<file path="src/hw/rtl/lpfd_pkg.sv">
`timescale 1ns / 1ps
// Shared types and constants of the length-prefix frame decoder.
// Used by lpfd_ctrl and the top level; it depends on nothing else.

package lpfd_pkg;

	localparam int ACT_W        = 2;
	localparam int DATA_W       = 8;
	localparam int IDX_W        = 10;
	localparam int LEN_W        = 11;
	localparam int STATUS_W     = 2;
	localparam int CFG_IDX_W    = 1;
	localparam int PREFIX_BYTES = 2;

	localparam int MAX_MESSAGE_DEF = 1024;

	localparam logic [LEN_W-1:0] MIN_LENGTH_RST = LEN_W'(241);
	localparam logic [LEN_W-1:0] MAX_LENGTH_RST = LEN_W'(1024);

	localparam logic [CFG_IDX_W-1:0] REG_MIN_LENGTH = CFG_IDX_W'(0);
	localparam logic [CFG_IDX_W-1:0] REG_MAX_LENGTH = CFG_IDX_W'(1);

	localparam logic [STATUS_W-1:0] ST_NEED_MORE = STATUS_W'(0);
	localparam logic [STATUS_W-1:0] ST_READY     = STATUS_W'(1);
	localparam logic [STATUS_W-1:0] ST_BAD_LEN   = STATUS_W'(2);

	typedef enum logic [ACT_W-1:0] {
		ACT_PUSH    = 2'd0,
		ACT_READ    = 2'd1,
		ACT_CONSUME = 2'd2,
		ACT_CLEAR   = 2'd3
	} action_t;

	typedef struct packed {
		logic [STATUS_W-1:0] status;
		logic                byte_taken;
		logic [LEN_W-1:0]    message_length;
		logic                read_hit;
	} result_t;

endpackage

</file>
<file path="src/hw/rtl/lpfd_ctrl.sv">
`timescale 1ns / 1ps
// Frame tracking state of the decoder: fill count, prefix, ready length and malformed flag.
// Depends on lpfd_pkg; drives the write port of the payload RAM.

module lpfd_ctrl #(
	parameter int MAX_MESSAGE = lpfd_pkg::MAX_MESSAGE_DEF
) (
	input  logic                           clk,
	input  logic                           arst_n,
	input  logic                           accept,
	input  lpfd_pkg::action_t              action,
	input  logic [lpfd_pkg::DATA_W-1:0]    data_byte,
	input  logic [lpfd_pkg::IDX_W-1:0]     read_index,
	input  logic [lpfd_pkg::LEN_W-1:0]     min_length,
	input  logic [lpfd_pkg::LEN_W-1:0]     max_length,
	output logic                           wr_en,
	output logic [$clog2(MAX_MESSAGE)-1:0] wr_addr,
	output logic [lpfd_pkg::DATA_W-1:0]    wr_data,
	output lpfd_pkg::result_t              result
);

	import lpfd_pkg::*;

	localparam int StoreDepth = MAX_MESSAGE + PREFIX_BYTES;
	localparam int FW = $clog2(StoreDepth + 1);
	localparam int AW = $clog2(MAX_MESSAGE);
	localparam int CW = 18;
	localparam int PW = 2 * DATA_W;

	logic [FW-1:0]     fill_q, fill_d;
	logic [LEN_W-1:0]  ready_q, ready_d;
	logic              bad_q, bad_d;
	logic [DATA_W-1:0] pfx_hi_q, pfx_lo_q;
	logic              pfx_hi_we, pfx_lo_we;

	logic [CW-1:0] fill_ext, new_fill, len_ext, wanted, lo_bound, hi_bound;
	logic [PW-1:0] new_len;
	logic          is_ready, take, read_hit;

	always_comb begin
		fill_ext  = CW'(fill_q);
		new_fill  = fill_ext + CW'(1);
		len_ext   = CW'({pfx_hi_q, pfx_lo_q});
		wanted    = (fill_ext >= CW'(PREFIX_BYTES)) ? len_ext + CW'(PREFIX_BYTES)
			: CW'(PREFIX_BYTES);
		lo_bound  = (min_length == '0) ? CW'(1) : CW'(min_length);
		hi_bound  = (CW'(max_length) > CW'(MAX_MESSAGE)) ? CW'(MAX_MESSAGE) : CW'(max_length);
		is_ready  = (ready_q != '0);
		new_len   = (fill_q == FW'(1)) ? {pfx_hi_q, data_byte} : {pfx_hi_q, pfx_lo_q};
		fill_d    = fill_q;
		ready_d   = ready_q;
		bad_d     = bad_q;
		take      = 1'b0;
		read_hit  = 1'b0;
		pfx_hi_we = 1'b0;
		pfx_lo_we = 1'b0;
		wr_en     = 1'b0;
		unique case (action)
			ACT_PUSH: begin
				if (!bad_q && !is_ready && fill_ext < wanted && fill_ext < CW'(StoreDepth)) begin
					take      = 1'b1;
					fill_d    = FW'(new_fill);
					pfx_hi_we = (fill_q == FW'(0));
					pfx_lo_we = (fill_q == FW'(1));
					wr_en     = (fill_ext >= CW'(PREFIX_BYTES));
					if (new_fill >= CW'(PREFIX_BYTES)) begin
						if (CW'(new_len) < lo_bound || CW'(new_len) > hi_bound) begin
							bad_d = 1'b1;
						end else if (new_fill >= CW'(new_len) + CW'(PREFIX_BYTES)) begin
							ready_d = LEN_W'(new_len);
						end
					end
				end
			end
			ACT_READ: begin
				read_hit = !bad_q && is_ready && (CW'(read_index) < CW'(ready_q));
			end
			ACT_CONSUME: begin
				if (is_ready) begin
					fill_d  = '0;
					ready_d = '0;
					bad_d   = 1'b0;
				end
			end
			ACT_CLEAR: begin
				fill_d  = '0;
				ready_d = '0;
				bad_d   = 1'b0;
			end
			default: begin
			end
		endcase
	end

	assign wr_addr = AW'(fill_ext - CW'(PREFIX_BYTES));
	assign wr_data = data_byte;

	always_comb begin
		result.byte_taken     = take;
		result.read_hit       = read_hit;
		result.status         = bad_d ? ST_BAD_LEN : ((ready_d != '0) ? ST_READY : ST_NEED_MORE);
		result.message_length = (!bad_d) ? ready_d : '0;
	end

	always_ff @(posedge clk or negedge arst_n) begin
		if (!arst_n) begin
			fill_q  <= '0;
			ready_q <= '0;
			bad_q   <= 1'b0;
		end else if (accept) begin
			fill_q  <= fill_d;
			ready_q <= ready_d;
			bad_q   <= bad_d;
		end
	end

	always_ff @(posedge clk) begin
		if (accept && pfx_hi_we) begin
			pfx_hi_q <= data_byte;
		end
		if (accept && pfx_lo_we) begin
			pfx_lo_q <= data_byte;
		end
	end

	a_not_ready_and_bad: assert property (@(posedge clk) disable iff (!arst_n)
		!(bad_q && ready_q != '0))
		else $error("ready frame held while the malformed flag is set");

	a_fill_matches_ready: assert property (@(posedge clk) disable iff (!arst_n)
		(ready_q != '0) |-> (CW'(fill_q) == CW'(ready_q) + CW'(PREFIX_BYTES)))
		else $error("fill count does not match the ready frame");

	a_fill_bounded: assert property (@(posedge clk) disable iff (!arst_n)
		CW'(fill_q) <= CW'(StoreDepth))
		else $error("fill count ran past the store");

endmodule

</file>
<file path="config.mk">
export PLATFORM = sky130hd
export DESIGN_NAME = lpfd_ctrl
export DESIGN_NICKNAME = d
export VERILOG_FILES = /design/src/hw/rtl/lpfd_pkg.sv /design/src/hw/rtl/lpfd_ctrl.sv
export SDC_FILE = /design/constraint.sdc
export NUM_CORES = 1
export LEC_CHECK = 0
export ABC_AREA = 1
export BUFFER_PORTS_ARGS = -buffer_cell sky130_fd_sc_hd__buf_2
export CAP_MARGIN = 20
export CORE_MARGIN = 10
export CORE_UTILIZATION = 54
export CTS_CLUSTER_DIAMETER = 80
export DETAILED_ROUTE_END_ITERATION = 12
export MAX_ROUTING_LAYER = met4
export PLACE_DENSITY_LB_ADDON = 0.2
export SLEW_MARGIN = 20
export SYNTH_ARGS = -nofsm -noshare
export SYNTH_HDL_FRONTEND = slang
export SYNTH_SLANG_ARGS = --single-unit
</file>
<file path="constraint.sdc">
create_clock -name clk -period 7.1 [get_ports clk]
set_clock_uncertainty 0.15 [all_clocks]
set_input_delay 1.42 -clock clk [delete_from_list [all_inputs] [get_ports clk]]
set_output_delay 1.42 -clock clk [all_outputs]
set_load 0.05 [all_outputs]
</file>
Yosys cells after proc, flatten, opt, wreduce, memory -nomap -nowiden
Cells that the tools add are included.
{"block": "classes", "addsub": 4, "order_cmp": 9, "n_eq_ne": 6, "n_mux": 30, "reduce_logical": 17}
{"operator": "11-bit two-way mux", "n": 10}
{"operator": "11-bit one-hot mux with 3 select lines", "n": 2}
{"operator": "16-bit by 2-bit adder with 17-bit output, second input constant", "n": 2}
{"operator": "11-bit logical NOT", "n": 2}
{"operator": "11-bit nonzero test", "n": 2}
{"operator": "12-bit by 17-bit >= comparator with 1-bit output", "n": 1}
{"operator": "11-bit by 17-bit less-than comparator with 1-bit output", "n": 1}
{"operator": "17-bit two-way mux", "n": 1}
{"operator": "16-bit by 11-bit greater-than comparator with 1-bit output", "n": 1}
{"operator": "16-bit by 11-bit less-than comparator with 1-bit output", "n": 1}
{"operator": "1-bit two-way mux", "n": 14}
{"operator": "11-bit by 1-bit adder with 12-bit output, second input constant", "n": 1}
{"operator": "12-bit by 2-bit >= comparator with 1-bit output, second input constant", "n": 1}
{"operator": "11-bit by 1-bit == test with 1-bit output, second input constant", "n": 1}
{"operator": "11-bit by 2-bit >= comparator with 1-bit output, second input constant", "n": 1}
{"operator": "11-bit greater-than comparator, second input constant", "n": 1}
{"operator": "10-bit by 11-bit less-than comparator with 1-bit output", "n": 1}
{"operator": "11-bit less-than comparator, second input constant", "n": 1}
{"operator": "10-bit by 2-bit subtractor with 10-bit output, second input constant", "n": 1}
{"operator": "8-bit two-way mux", "n": 1}
{"operator": "1-bit logical AND", "n": 7}
{"operator": "2-bit == test, second input constant", "n": 2}
{"operator": "2-bit inequality test, second input constant", "n": 2}
{"operator": "4-bit AND reduction", "n": 1}
{"operator": "other kinds (7)", "n": 8}
{"block": "word_totals", "ff_bits": 39, "in_bits": 45}

Depth between registers and ports, before layout
{"block": "depth", "depth_word": 12, "mapped_depth": 33, "depth_no_buf": 32}

Least setup slack after synthesis
Ideal clock, no wire load.
{"block": "synth_path", "kind": "reg-to-output", "startpoint": "reg fill_q[1]", "endpoint": "out result[11] in the netlist's numbering", "t_arrival_ps": 4520, "t_required_ps": 5530, "path_slack_ps": 1010, "stages_incl_launch_ff": 30, "n_path_buf": 1, "path_cell_list": "dfrtp_1 -> inv_1 -> ha_1 -> inv_1 -> nor2_8 -> nand2_4 -> nand2_1 -> nand2_2 -> ha_1 -> nand3_2 -> nor2_2 -> xor2_1 -> ha_1 -> nand4_1 -> nor2_1 -> o21ai_0 -> nand2_1 -> nand2_1 -> nand2_1 -> a21oi_1 -> nor2_1 -> nand3_2 -> nor2_8 -> nand2_4 -> buf_6 -> a21oi_2 -> o21ai_1 -> o21ai_2 -> inv_1 -> nor2_1"}
{"item": "start, declared", "line_no": "lpfd_ctrl.sv:30", "rtl": "logic [FW-1:0] fill_q, fill_d;"}
{"item": "start signal, assigned", "line_no": "lpfd_ctrl.sv:111", "rtl": "fill_q <= fill_d;"}
{"item": "end, declared", "line_no": "lpfd_ctrl.sv:19", "rtl": "output lpfd_pkg::result_t result"}

==> impl_metrics.ini <==
[logic_synthesis]
postSynth.asyncResetShare_pct = 59.0
synth_most_common_cell = sky130_fd_sc_hd__nand2_1
synthesis.yosys.warnings = 0
post_synthesis_sequential_element_count = 39
synth_top_cells_by_count = sky130_fd_sc_hd__nand2_1, sky130_fd_sc_hd__inv_1, sky130_fd_sc_hd__ha_1, sky130_fd_sc_hd__nand3_1, sky130_fd_sc_hd__nor2_1
synth_largest_area_cell = sky130_fd_sc_hd__ha_1
syn-num-nets = 798
yosys_most_used_dff = sky130_fd_sc_hd__dfrtp_1
netlist.area_leader.share_pct = 15.9
post_synth_inst_count = 692
synth_enable_flop_cells = 16
synth.area.top_cells = sky130_fd_sc_hd__ha_1, sky130_fd_sc_hd__nand2_1, sky130_fd_sc_hd__dfrtp_1
synthesized_cell_area_mm2 = 0.00479
synth.avg_cell_area_um2 = 6.92
synthDistinctLibCells = 44
seq_area_frac_synth_pct = 22.1

[setup_path]
timing.critical_path.required_ns = 5.53
critical_path.n_buffers_inverters = 4
cp_data_arrival_time_ns = 5.01
cpPeakStageDelay_ns = 0.48
startpoint_type = register
crit_path_top_delay_cell = sky130_fd_sc_hd__dfrtp_1
endpoint_kind = output port
cp_max_fo = 14
path_delay_family = simple AND/OR/NAND/NOR gates
timing.critical_path.mode_cell = sky130_fd_sc_hd__nand2_1
worstSetupPathType = reg2out

[routing]
detail_route.iter0.violations = 277
route.antenna.remaining_nets = 0
total_routed_wirelength_um = 13300
drc = 0
dr.pass1.iters = 5
total_number_of_vias = 4758
wire_per_inst_um = 15.4
viasPerCell = 5.51

[die]
floorplan.initialDensity_pct = 55.1
core.rowCount = 34
dieArea_mm2 = 0.0130
die_height_um = 114
die_x_um = 114
io_pins = 79
floorplan.core_area_mm2 = 0.00868

[global_routing]
gr-total-overflow = 0
grtUsageTotal_pct = 20.5
number_of_antenna_violations_at_the_first_check_in_global_routing = 0
grt_pass1_wl_um = 21700
grt_pass1_vias = 4631
grt_start_max_net_pins = 25

[clocking]
ctsLongestPathBuffers = 2
htree_num_levels = 2
worstSkewPairLatency_ns = 0.31
numClockSinks = 39
clock-root-buffer = sky130_fd_sc_hd__clkbuf_8
cts.clk_slew.worst_paths_ns = 0.09
tritoncts_clock_tree = yes
cts-buffers-inserted = 5

[finish]
num_antenna_cells = 0
areaGrowthSynthToFinish_pct = 10.0
fillerInstances = 875
post_route_cells_drive_above_1_share_pct = 18.8
final_cells = 863
finalNetCount = 860

[flow_run]
drv_cap = 0

[place]
dp.final_hpwl_um = 11000
place.detailed.instances = 855
placement.io_buffers = 78
place.gp.congestion = 0.962

[min_path]
min-delay-path-class = reg2reg

[timing]
maxSlewViolCount = 0
hold_vio_cnt_final = 0
grt_setup_unrepaired = no
max-slew-margin-rel_pct = 41.7
fmax_mhz = 152
tightestPinTransition_ns = 0.871
final_min_period_over_clock_period_pct = 92.7
min_period_ns = 6.58
setup_viol = 0
fin_setup_tns_ns = 0

[power_and_ir_drop]
ir_drop_v = 0.000186
p_leak_nw = 2.84
p_per_area_mw_per_mm2 = 312

[outcome]
status = complete, no violations
## sequential cells by signal, summed over array words and instances, names as in the netlist
signal and cells:
fill_q 11, pfx_lo_q 8, ready_q 11, bad_q 1
pfx_hi_q 8
## layout make-up
type                            instances  area (um2)  area share [%]
Clock buffer                            5        68.8            1.31
Clock inverter                          3        22.5           0.428
Inverter                              102         383            7.27
Multi-Input combinational cell        525        3190            60.5
Sequential cell                        39        1060            20.1
Tap cell                              108         135            2.57
Timing Repair Buffer                   81         413            7.84
## cells by family after synthesis
kind of cell | count (synthesis) | synth area share, %
AND/OR/NAND/NOR | 350 | 35.4
buffers and inverters | 128 | 11.5
AO/OA/AOI/OAI | 96 | 11.8
adder cells (fa/ha/maj) | 61 | 15.9
flip-flops | 39 | 22.1
XOR/XNOR | 18 | 3.29
## worst min-delay path, stage by stage, from the launching register on
cell                      delay, ns
sky130_fd_sc_hd__dfrtp_1       0.36
sky130_fd_sc_hd__nand2_1       0.05
sky130_fd_sc_hd__o21ai_1       0.06
## timing repair
item                                    4_1_cts  5_1_grt
setup buffers                                 0        0
endpoints found under the setup margin        0        1
hold buffers                                  0        0
gates resized for setup                       0        1
## per-layer routing
| layer | GRT usage, % | vias up | part of all wire (%) |
|---|---|---|---|
| met2 | 32.8 | 176 | 46 |
| li1 | - | 2376 | - |
| met3 | 3.25 | 25 | 6.6 |
| met4 | 6.02 | 0 | 1.8 |
| met5 | - | - | 0 |
| met1 | 26.1 | 2181 | 45 |
## report_power, final
group / switching, mW / internal, mW / total, mW
combinational: 0.828 / 0.355 / 1.18
sequential: 0.0381 / 0.258 / 0.296
clock: 0.0908 / 0.0706 / 0.161
total: 0.957 / 0.684 / 1.64
## final timing paths
kind | from | slack (ns) | to | depth (start not counted)
min in group asynchronous | arst_n | 0.94 | fill_q[4]$_DFFE_PN0P_ | 1
hold / removal | ready_q[9]$_DFFE_PN0P_ | 0.36 | ready_q[9]$_DFFE_PN0P_ | 2
hold reg to reg | ready_q[9]$_DFFE_PN0P_ | 0.36 | ready_q[9]$_DFFE_PN0P_ | 2
setup reg to reg | fill_q[1]$_DFFE_PN0P_ | 2.36 | pfx_hi_q[4]$_DFFE_PP_ | 21
max in group asynchronous | arst_n | 5.50 | ready_q[0]$_DFFE_PN0P_ | 1
setup / recovery | fill_q[1]$_DFFE_PN0P_ | 0.52 | result[13] | 31
## stage by stage
| step | total power, mW | hold WS (ns) | setup WS (ns) | util (%) | instance area (um2) |
|---|---|---|---|---|---|
| detailed placement | 1.48 | 0.338 | 0.729 | 59.5 | 5160 |
| floorplan | 1.20 | 0.309 | 1.01 | - | 4790 |
| global placement | 1.45 | 0.328 | 0.925 | 59.5 | 5160 |
| CTS | 1.64 | 0.361 | 0.519 | 60.6 | 5260 |
| global route | 1.78 | 0.409 | 0.0729 | 60.7 | 5270 |
| finish | 1.64 | 0.357 | 0.516 | 60.7 | 5270 |
## layout by cell type, fill, tap and decap left out, types with 16 or more instances in the layout
cell type                    n
sky130_fd_sc_hd__nand2_1   164
sky130_fd_sc_hd__inv_1      99
sky130_fd_sc_hd__buf_2      78
sky130_fd_sc_hd__ha_1       61
sky130_fd_sc_hd__nand3_1    57
sky130_fd_sc_hd__nor2_1     55
sky130_fd_sc_hd__o21ai_0    37
sky130_fd_sc_hd__a21oi_1    30
sky130_fd_sc_hd__dfrtp_1    23
sky130_fd_sc_hd__xor2_1     17
sky130_fd_sc_hd__edfxtp_1   16
Note: power is estimated with default switching activity, not from simulation.
